===== src/hw/rtl/hpcs_pkg.sv =====
// Shared types and constants for the precharge and contactor sequencer.
`timescale 1ns / 1ps
`default_nettype none

package hpcs_pkg;

    localparam int CFG_INDEX_BITS = 2;
    localparam int CFG_DATA_BITS  = 16;

    localparam logic [CFG_INDEX_BITS-1:0] CFG_THRESHOLD_FRACTION = 2'd0;
    localparam logic [CFG_INDEX_BITS-1:0] CFG_VALID_TIME_MS      = 2'd1;
    localparam logic [CFG_INDEX_BITS-1:0] CFG_DEBOUNCE_READS     = 2'd2;

    localparam logic [15:0] THRESHOLD_FRACTION_RESET = 16'd58982;
    localparam logic [15:0] VALID_TIME_MS_RESET      = 16'd500;
    localparam logic [3:0]  DEBOUNCE_READS_RESET     = 4'd3;

    localparam int FRAC_BITS = 16;

    localparam logic [2:0] MODE_IDLE          = 3'd0;
    localparam logic [2:0] MODE_PRECHARGE     = 3'd1;
    localparam logic [2:0] MODE_ENERGIZED     = 3'd2;
    localparam logic [2:0] MODE_CHG_PRECHARGE = 3'd3;
    localparam logic [2:0] MODE_CHARGING      = 3'd4;

    typedef struct packed {
        logic        any_fault;
        logic [31:0] tick_ms;
        logic [15:0] tractive_volts;
        logic [15:0] pack_volts;
        logic        shutdown_raw;
        logic        charger_present;
    } hpcs_in_t;

    typedef struct packed {
        logic [2:0] mode;
        logic       contactor_closed;
        logic       shutdown_level;
    } hpcs_out_t;

    typedef struct packed {
        logic fault;
        logic closed;
        logic charger;
    } hpcs_ctl_t;

endpackage

`default_nettype wire


===== src/hw/rtl/hpcs_debounce.sv =====
// Shutdown loop debouncer: level changes after a run of differing reads.
`timescale 1ns / 1ps
`default_nettype none

module hpcs_debounce (
    input  wire logic       clk,
    input  wire logic       rst_n,
    input  wire logic       step_en,
    input  wire logic       raw,
    input  wire logic [3:0] reads,
    output logic            level
);
    import hpcs_pkg::*;

    logic       level_reg;
    logic       level_next;
    logic [3:0] count_reg;
    logic [3:0] count_next;
    logic [3:0] count_inc;

    assign count_inc = count_reg + 4'd1;

    always_comb
    begin
        level_next = level_reg;
        count_next = 4'd0;
        if (raw != level_reg)
        begin
            count_next = count_inc;
            if (count_inc >= reads)
            begin
                level_next = raw;
                count_next = 4'd0;
            end
        end
    end

    assign level = step_en ? level_next : level_reg;

    always_ff @(posedge clk or negedge rst_n)
    begin
        if (!rst_n)
        begin
            level_reg <= 1'b0;
            count_reg <= 4'd0;
        end
        else if (step_en)
        begin
            level_reg <= level_next;
            count_reg <= count_next;
        end
    end

endmodule

`default_nettype wire


===== src/hw/rtl/hpcs_fsm.sv =====
// Sequencer state machine with precharge threshold test and timer.
`timescale 1ns / 1ps
`default_nettype none

module hpcs_fsm #(
    parameter int VOLT_BITS = 16,
    parameter int TICK_BITS = 32
) (
    input  wire logic                 clk,
    input  wire logic                 rst_n,
    input  wire logic                 step_en,
    input  wire hpcs_pkg::hpcs_ctl_t  ctl,
    input  wire logic [TICK_BITS-1:0] tick,
    input  wire logic [VOLT_BITS-1:0] trac,
    input  wire logic [VOLT_BITS-1:0] pack,
    input  wire logic [15:0]          threshold_fraction,
    input  wire logic [15:0]          valid_time_ms,
    output logic [2:0]                mode,
    output logic                      contactor
);
    import hpcs_pkg::*;

    localparam int PROD_BITS = VOLT_BITS + FRAC_BITS;

    logic [2:0]           mode_reg;
    logic [2:0]           mode_next;
    logic                 contactor_reg;
    logic                 contactor_next;
    logic [TICK_BITS-1:0] start_tick_reg;
    logic [TICK_BITS-1:0] start_tick_next;
    logic [PROD_BITS-1:0] trac_scaled;
    logic [PROD_BITS-1:0] limit;
    logic [TICK_BITS-1:0] elapsed;
    logic                 above;
    logic                 timed_out;
    logic                 done;

    assign trac_scaled = {trac, {FRAC_BITS{1'b0}}};
    assign limit       = PROD_BITS'(pack) * PROD_BITS'(threshold_fraction);
    assign above       = trac_scaled > limit;
    assign elapsed     = tick - start_tick_reg;
    assign timed_out   = elapsed >= TICK_BITS'(valid_time_ms);
    assign done        = above && timed_out;

    always_comb
    begin
        mode_next       = mode_reg;
        contactor_next  = contactor_reg;
        start_tick_next = start_tick_reg;
        if (ctl.fault)
        begin
            mode_next      = MODE_IDLE;
            contactor_next = 1'b0;
        end
        else
        begin
            case (mode_reg)
                MODE_IDLE:
                begin
                    contactor_next = 1'b0;
                    if (ctl.closed)
                    begin
                        start_tick_next = tick;
                        mode_next = ctl.charger ? MODE_CHG_PRECHARGE : MODE_PRECHARGE;
                    end
                end
                MODE_PRECHARGE:
                begin
                    if (!above)
                    begin
                        start_tick_next = tick;
                    end
                    if (done)
                    begin
                        contactor_next = 1'b1;
                        mode_next      = MODE_ENERGIZED;
                    end
                    if (!ctl.closed)
                    begin
                        contactor_next = 1'b0;
                        mode_next      = MODE_IDLE;
                    end
                end
                MODE_ENERGIZED:
                begin
                    if (!ctl.closed)
                    begin
                        contactor_next = 1'b0;
                        mode_next      = MODE_IDLE;
                    end
                end
                MODE_CHG_PRECHARGE:
                begin
                    if (!above)
                    begin
                        start_tick_next = tick;
                    end
                    if (done)
                    begin
                        contactor_next = 1'b1;
                        mode_next      = MODE_CHARGING;
                    end
                    if (!ctl.charger)
                    begin
                        contactor_next = 1'b0;
                        mode_next      = MODE_IDLE;
                    end
                end
                MODE_CHARGING:
                begin
                    if (!ctl.charger)
                    begin
                        contactor_next = 1'b0;
                        mode_next      = MODE_IDLE;
                    end
                end
                default:
                begin
                    contactor_next = 1'b0;
                    mode_next      = MODE_IDLE;
                end
            endcase
        end
    end

    assign mode      = mode_next;
    assign contactor = contactor_next;

    always_ff @(posedge clk or negedge rst_n)
    begin
        if (!rst_n)
        begin
            mode_reg       <= MODE_IDLE;
            contactor_reg  <= 1'b0;
            start_tick_reg <= '0;
        end
        else if (step_en)
        begin
            mode_reg       <= mode_next;
            contactor_reg  <= contactor_next;
            start_tick_reg <= start_tick_next;
        end
    end

endmodule

`default_nettype wire


===== src/hw/rtl/hv_precharge_contactor_sequencer_unit.sv =====
// Top level of the high-voltage precharge and contactor sequencer.
// Usage:
//   in_valid/in_ready/in_data carry one update request: fault flag, ms tick,
//   tractive and pack voltages, raw shutdown loop level and charger flag.
//   out_valid/out_ready/out_data return one result per request: the mode,
//   the positive contactor command and the debounced shutdown level.
//   cfg_we/cfg_index/cfg_data write threshold_fraction (0), valid_time_ms (1)
//   and debounce_reads (2); write them only while no request is in flight.
// Timing:
//   A request is registered in the input register at acceptance and its result
//   is registered in the output register when the stage advances. One request
//   is taken every cycle while out_ready is high; the combinational state update
//   (debounce, threshold multiply and compare, mode step) bounds the rate.
// Reset:
//   rst_n clears the pipeline, selects idle with the contactor open and the
//   shutdown level open, and loads the register defaults.
// Stall:
//   When out_ready is low the result holds; one more request is taken into
//   the input register, then in_ready drops until the result is taken.
`timescale 1ns / 1ps
`default_nettype none

module hv_precharge_contactor_sequencer_unit #(
    parameter int VOLT_BITS = 16,
    parameter int TICK_BITS = 32
) (
    input  wire logic                                    clk,
    input  wire logic                                    rst_n,
    input  wire logic                                    in_valid,
    output logic                                         in_ready,
    input  wire hpcs_pkg::hpcs_in_t                      in_data,
    output logic                                         out_valid,
    input  wire logic                                    out_ready,
    output hpcs_pkg::hpcs_out_t                          out_data,
    input  wire logic                                    cfg_we,
    input  wire logic [hpcs_pkg::CFG_INDEX_BITS-1:0]     cfg_index,
    input  wire logic [hpcs_pkg::CFG_DATA_BITS-1:0]      cfg_data
);
    import hpcs_pkg::*;

    hpcs_in_t             in_reg;
    logic                 stage_valid_reg;
    logic                 stage_valid_next;
    hpcs_out_t            out_reg;
    hpcs_out_t            out_next;
    logic                 out_valid_reg;
    logic                 out_valid_next;
    logic                 advance;
    logic                 accept;
    logic [15:0]          threshold_fraction_reg;
    logic [15:0]          valid_time_ms_reg;
    logic [3:0]           debounce_reads_reg;
    logic                 level;
    logic [2:0]           mode;
    logic                 contactor;
    hpcs_ctl_t            ctl;
    logic [TICK_BITS-1:0] tick;
    logic [VOLT_BITS-1:0] trac;
    logic [VOLT_BITS-1:0] pack;

    assign advance  = stage_valid_reg && (!out_valid_reg || out_ready);
    assign in_ready = !stage_valid_reg || advance;
    assign accept   = in_valid && in_ready;

    assign stage_valid_next = accept || (stage_valid_reg && !advance);
    assign out_valid_next   = advance || (out_valid_reg && !out_ready);

    always_ff @(posedge clk or negedge rst_n)
    begin
        if (!rst_n)
        begin
            threshold_fraction_reg <= THRESHOLD_FRACTION_RESET;
            valid_time_ms_reg      <= VALID_TIME_MS_RESET;
            debounce_reads_reg     <= DEBOUNCE_READS_RESET;
        end
        else if (cfg_we)
        begin
            case (cfg_index)
                CFG_THRESHOLD_FRACTION: threshold_fraction_reg <= cfg_data[15:0];
                CFG_VALID_TIME_MS:      valid_time_ms_reg      <= cfg_data[15:0];
                CFG_DEBOUNCE_READS:     debounce_reads_reg     <= cfg_data[3:0];
                default:                ;
            endcase
        end
    end

    always_ff @(posedge clk or negedge rst_n)
    begin
        if (!rst_n)
        begin
            stage_valid_reg <= 1'b0;
            out_valid_reg   <= 1'b0;
        end
        else
        begin
            stage_valid_reg <= stage_valid_next;
            out_valid_reg   <= out_valid_next;
        end
    end

    always_ff @(posedge clk)
    begin
        if (accept)
        begin
            in_reg <= in_data;
        end
        if (advance)
        begin
            out_reg <= out_next;
        end
    end

    assign tick = TICK_BITS'(in_reg.tick_ms);
    assign trac = VOLT_BITS'(in_reg.tractive_volts);
    assign pack = VOLT_BITS'(in_reg.pack_volts);

    hpcs_debounce u_debounce (
        .clk     (clk),
        .rst_n   (rst_n),
        .step_en (advance && !in_reg.any_fault),
        .raw     (in_reg.shutdown_raw),
        .reads   (debounce_reads_reg),
        .level   (level)
    );

    assign ctl.fault   = in_reg.any_fault;
    assign ctl.closed  = level;
    assign ctl.charger = in_reg.charger_present;

    hpcs_fsm #(
        .VOLT_BITS (VOLT_BITS),
        .TICK_BITS (TICK_BITS)
    ) u_fsm (
        .clk                (clk),
        .rst_n              (rst_n),
        .step_en            (advance),
        .ctl                (ctl),
        .tick               (tick),
        .trac               (trac),
        .pack               (pack),
        .threshold_fraction (threshold_fraction_reg),
        .valid_time_ms      (valid_time_ms_reg),
        .mode               (mode),
        .contactor          (contactor)
    );

    assign out_next.mode             = mode;
    assign out_next.contactor_closed = contactor;
    assign out_next.shutdown_level   = level;

    assign out_valid = out_valid_reg;
    assign out_data  = out_reg;

`ifndef SYNTHESIS
    a_closed_only_when_live: assert property (@(posedge clk) disable iff (!rst_n)
        out_valid_reg && out_reg.contactor_closed |->
            (out_reg.mode == MODE_ENERGIZED || out_reg.mode == MODE_CHARGING))
        else $error("contactor closed outside energized or charging");

    a_fault_opens: assert property (@(posedge clk) disable iff (!rst_n)
        advance && in_reg.any_fault |=>
            (out_reg.mode == MODE_IDLE && !out_reg.contactor_closed))
        else $error("fault request did not return to idle");

    a_mode_range: assert property (@(posedge clk) disable iff (!rst_n)
        out_valid_reg |-> out_reg.mode <= MODE_CHARGING)
        else $error("unused mode code on output");

    a_ready_only_on_full: assert property (@(posedge clk) disable iff (!rst_n)
        !in_ready |-> (stage_valid_reg && out_valid_reg && !out_ready))
        else $error("input stalled while pipeline has room");
`endif

endmodule

`default_nettype wire

===== config.mk =====
export PLATFORM = sky130hd
export DESIGN_NAME = hv_precharge_contactor_sequencer_unit
export DESIGN_NICKNAME = d
export VERILOG_FILES = /design/src/hw/rtl/hpcs_pkg.sv /design/src/hw/rtl/hpcs_debounce.sv /design/src/hw/rtl/hpcs_fsm.sv /design/src/hw/rtl/hv_precharge_contactor_sequencer_unit.sv
export SDC_FILE = /design/constraint.sdc
export NUM_CORES = 1
export LEC_CHECK = 0
export CAP_MARGIN = 20
export CORE_UTILIZATION = 55
export DETAILED_ROUTE_END_ITERATION = 7
export DONT_BUFFER_PORTS = 1
export GPL_TIMING_DRIVEN = 1
export PLACE_DENSITY = 0.81
export SLEW_MARGIN = 40
export SYNTH_ARGS = -nofsm -noshare
export SYNTH_HDL_FRONTEND = slang
export SYNTH_HIERARCHICAL = 1
export SYNTH_SLANG_ARGS = --single-unit

===== constraint.sdc =====
create_clock -name clk -period 11.4 [get_ports clk]
set_input_delay 0.57 -clock clk [delete_from_list [all_inputs] [get_ports clk]]
set_output_delay 0.57 -clock clk [all_outputs]
set_load 0.05 [all_outputs]

### Yosys cells after proc, flatten, opt, wreduce, memory -nomap -nowiden

Cells that the tools add are included.

| word-level totals | value |
|---|---|
| output and inout port bits | 7 |
| bits in registers | 151 |
| input port bits | 90 |
| logic and storage cells | 83 |

| operators by class | value |
|---|---|
| mux-type cells | 25 |
| $add $sub $neg | 2 |
| $mul | 1 |
| equality and inequality tests | 9 |
| $lt $le $gt $ge | 3 |
| bitwise logic cells | 1 |
| reduce and logical (&&, ||, !) cells | 23 |

Operators by type and width:

| operator | number |
|---|---|
| two-way mux 32 bit | 2 |
| one-hot mux 32 bit (2 select lines) | 1 |
| greater-or-equal comparator 32 x 16 -> 1 bit | 1 |
| > comparator 32 bit | 1 |
| multiplier 16 x 16 -> 32 bit | 1 |
| subtractor 32 bit | 1 |
| two-way mux 3 bit | 8 |
| one-hot mux 3 bit (5 select lines) | 1 |
| two-way mux 1 bit | 9 |
| two-way mux 4 bit | 2 |
| == test 3 x 2 -> 1 bit (second input constant) | 2 |
| logical AND 1 bit | 6 |
| AND reduction 2 bit | 3 |
| zero test 1 bit | 5 |
| AND reduction 5 bit | 1 |
| adder 4 x 1 -> 4 bit (second input constant) | 1 |
| greater-or-equal comparator 4 bit | 1 |
| logical OR 1 bit | 4 |
| inequality test 2 bit (second input constant) | 2 |
| one-hot mux 1 bit (4 select lines) | 1 |
| == test 3 x 1 -> 1 bit (second input constant) | 1 |
| == test 3 bit (second input constant) | 1 |
| zero test 3 bit | 1 |
| == test 2 x 1 -> 1 bit (second input constant) | 1 |
| 7 further kinds | 7 |

### Logic depth before layout (Yosys ltp)

| depth | value |
|---|---|
| depth in word-level cells | 8 |
| mapped depth | 37 |
| depth with buffers taken out | 35 |

### Cells and area by module

The synthesis kept the hierarchy.

By module, submodules not included:

| module | seq. area each (sq um) | area an instance (sq um) | cells each | instances |
|---|---|---|---|---|
| hpcs_fsm | 900.9 | 12698.4 | 1485 | 1 |
| hv_precharge_contactor_sequencer_unit | 3134.3 | 3643.5 | 158 | 1 |
| hpcs_debounce | 125.1 | 366.6 | 39 | 1 |

### Worst setup path before layout

Ideal clock, no wire load.

| timing | value |
|---|---|
| path type | register -> register |
| start point | register threshold_fraction_reg[1] |
| end point | register u_fsm.start_tick_reg[19] |
| period minus slack after synthesis | 8.548 ns |
| setup time | 0.125 ns |
| stages on the path, launching flop included | 34 |
| arrival time | 8.423 ns |
| buffers on the path | 2 |
| slack | 2.852 ns |
| data required time | 11.275 ns |
| cell sequence | dfstp_2 clkbuf_1 nand2_1 fa_1 fa_1 fa_1 fa_1 inv_1 fa_1 inv_1 fa_1 inv_1 ha_1 inv_1 o21bai_1 a21o_1 nor2_1 o31ai_1 a211o_1 a311oi_1 o211ai_1 o41ai_1 xor2_1 ha_1 nand4_1 nor2_1 nand4_1 a2111oi_0 nand4_1 o31ai_1 a21oi_1 nor2_1 buf_2 mux2_2 |

| on the way | value |
|---|---|
| cells in the longest elaborated chain, start to end | 4 |

Ends and longest elaborated chain:

| item | line | text |
|---|---|---|
| start, declared | hv_precharge_contactor_sequencer_unit.sv:50 | `logic [15:0] threshold_fraction_reg;` |
| start signal, assigned | hv_precharge_contactor_sequencer_unit.sv:79 | `CFG_THRESHOLD_FRACTION: threshold_fraction_reg <= cfg_data[15:0];` |
| multiplier 16 x 16 -> 32 bit | hpcs_fsm.sv:39 | `assign limit = PROD_BITS'(pack) * PROD_BITS'(threshold_fraction);` |
| > comparator 32 bit | hpcs_fsm.sv:40 | `assign above = trac_scaled > limit;` |
| inequality test 2 bit (no source line) | n/a |  |
| AND reduction 5 bit (no source line) | n/a |  |
| end signal, assigned | hpcs_fsm.sv:141 | `start_tick_reg <= start_tick_next;` |
| end, declared | hpcs_fsm.sv:29 | `logic [TICK_BITS-1:0] start_tick_reg;` |

No other way between the ends.
A chain may end at the register's enable or synchronous reset.

### Worst setup path after layout

| timing | value |
|---|---|
| start point | register threshold_fraction_reg[1] |
| end point | register u_fsm.start_tick_reg[17] |

Same word-level chain as after synthesis.

==> run summary <==
Initial antenna violation count: 5
DRT Pass-1 Iters: 6
Max Cap Viol: 0
Fin. Hold Viols: 0
Kind of critical path: reg -> reg
Rows: 63
Die W: 176 um
Most frequent cells in the layout: inv_1 (302), fa_1 (195), nand2_1 (183), ha_1 (172), and2_1 (121)
Synth Instances: 1,682
Data arrival, critical path: 10,360 ps
Worst Tran Pin Value: 773 ps
Yosys warns: 6
First-pass GRT wire length: 62,900 um
Area contributors post-synth: fa_1 (23%), edfxtp_1 (13%), ha_1 (13%)
Worst rel slew slack: 48.5%
Fmax achieved: 0.0996 GHz
Crit-path max cell delay: 750 ps
Post-CTS Hold Buffers: 1
CTS tree: done
Gr ovfl total: 0
EDFF count, synth: 72
CTS resizes: 0
Netlist area before placement: 16,700 um^2
Startpoint Class: flop
Register bit total from synthesis: 151
Dpl ws: 1260 ps
Most common cell after layout, fill and taps aside: inv_1
Mapped Avg Cell Area: 9.93 um^2
Routability cong.: 0.905
CP max stage cell: dfstp_2
Worst Skew: 14.1 ps
Routed Antenna Nets: 0
Root Buffer: clkbuf_16
Final Setup Violations: 0
Sequential-to-total area share from yosys stat: 24.9%
Hold Slack: 20.3 ps
Layout cells sized above 1: 8.75%
Gr usage total: 26.5%
Crit path required time: 11,730 ps
CTS max path bufs: 2
H-tree levels: 4
Clk slew on worst S/H paths: 80 ps
Crit-path leading delay family: adder cells
DRC viols: 0
Slew Viols, Final: 0
Critical path capture point type: flop
Post-DP HPWL: 30,100 um
Minimum clock period: 10,040 ps
Status: completed
Share of the synthesized area in the top cell type: 23.4%
Post-synth top area cell: fa_1
Total CTS buffers: 17
RSZ-0062 raised after global routing: no
Setup Buffers After CTS: 0
FFs w/ async S/R, synth: 52.3%
CP Buf/Inv Count: 5
Post-Syn Nets: 2,139
Core Footprint: 29,800 um^2
Library cells used by synthesis: 84
Clock sink count: 151
Detailed Route Iter0 Violations: 738
Tcrit/Tclk final: 88.0%
Die Span Y: 176 um
Synth-to-layout area growth: 5.68%
Most used DFF post-synth: edfxtp_1
Routed Wire Length: 38,800 um
Reg2Reg Depth: 32
WL/cell: 18.8 um
Crit path max fanout: 30
I/O Buffers: 0
DR vias: 12,000
Hold WC Path Type: in -> async
Total die area: 31,100 um^2
Initial Utilization: 56.1%
Ports: 97
Min setup slack post-route: 1360 ps
Fill count: 2,409
Largest net degree at the start of global routing: 80
Clock latency on the worst-skew pair: 450 ps
Setup TNS: 0 ps
Routed vias/inst: 5.80
Final core utilization: 59.3%
Worst path depth: 32
CP dominant cell by count: fa_1
Vias in the first global route: 12,600
Fin nets: 2,112
worst paths after layout:
check | from | end | slack [ps]
min in group clk | in_data[2] | pack[0]$_DFFE_PP_ | 200
max in group asynchronous | rst_n | debounce_reads_reg[1]$_DFFE_PN1P_ | 11020
max reg2reg | threshold_fraction_reg[1]$_DFFE_PN1P_ | u_fsm/start_tick_reg[17]$_DFFE_PN0P_ | 1360
max | threshold_fraction_reg[1]$_DFFE_PN1P_ | u_fsm/start_tick_reg[17]$_DFFE_PN0P_ | 1360
min | rst_n | valid_time_ms_reg[10]$_DFFE_PN0P_ | 20
min reg2reg | u_fsm/start_tick_reg[26]$_DFFE_PN0P_ | u_fsm/start_tick_reg[26]$_DFFE_PN0P_ | 500
final cells by class:
type / count / area (um^2) / area share, %
sequential: 151 / 4160 / 23.6
inverter: 302 / 1130 / 6.42
multi-input combinational: 1178 / 11200 / 63.5
clock inverter: 14 / 129 / 0.730
timing repair buffer: 5 / 70.1 / 0.397
antenna: 4 / 10.0 / 0.0567
clock buffer: 18 / 450 / 2.55
tap: 390 / 488 / 2.76
metrics by stage:
step	std cells	cell area, um^2
after global placement	2023	17000
after floorplan	1682	16700
after CTS	2058	17600
final	2062	17700
after detailed placement	2025	17000
after global routing	2062	17700
cell families (layout without fill, tap and decap cells):
logic type	after synthesis	in the layout	synth area share, %
AOI/OAI and AO/OA	224	224	9.20
xor gates and xnor gates	52	52	2.73
adders and majority gates	367	367	36.2
buffers and inverters	353	339	8.04
DFF	151	151	24.9
muxes	72	72	4.83
other	0	4	0
and+or+nand+nor	463	463	14.1
synth_stat cells (all sizes together), types with 8 or more instances:
master	instances
buf	8
inv	302
and2	122
dfstp	17
a21oi	68
o211ai	13
nand2	183
a21o	29
nor3	12
nand4	18
nand2b	13
xnor2	33
o21a	12
clkbuf	43
nand3	21
ha	172
o21ai	31
xor2	19
dfrtp	62
edfxtp	72
nor2	47
fa	195
mux2	69
a211oi	8
worst reg2reg max path: cells and delay by family, from the launching register on:
family	cells	cell delay (ps)
muxes	1	430
DFF	1	750
buffers and inverters	5	640
adders and majority gates	8	3700
xor gates and xnor gates	1	130
AOI/OAI and AO/OA	10	3180
and+or+nand+nor	7	1070
layer usage:
layer / track usage, % / vias to the layer above / routed length (um)
li1: - / 5466 / -
met1: 31.0 / 5909 / 15200
met2: 46.5 / 458 / 19700
met3: 4.54 / 117 / 2120
met4: 13.5 / 2 / 1700
met5: 0 / - / 17
Power is left out: the tool's default activity adds up to more than one toggle a clock period on the data nets, which glitch-free logic cannot reach.
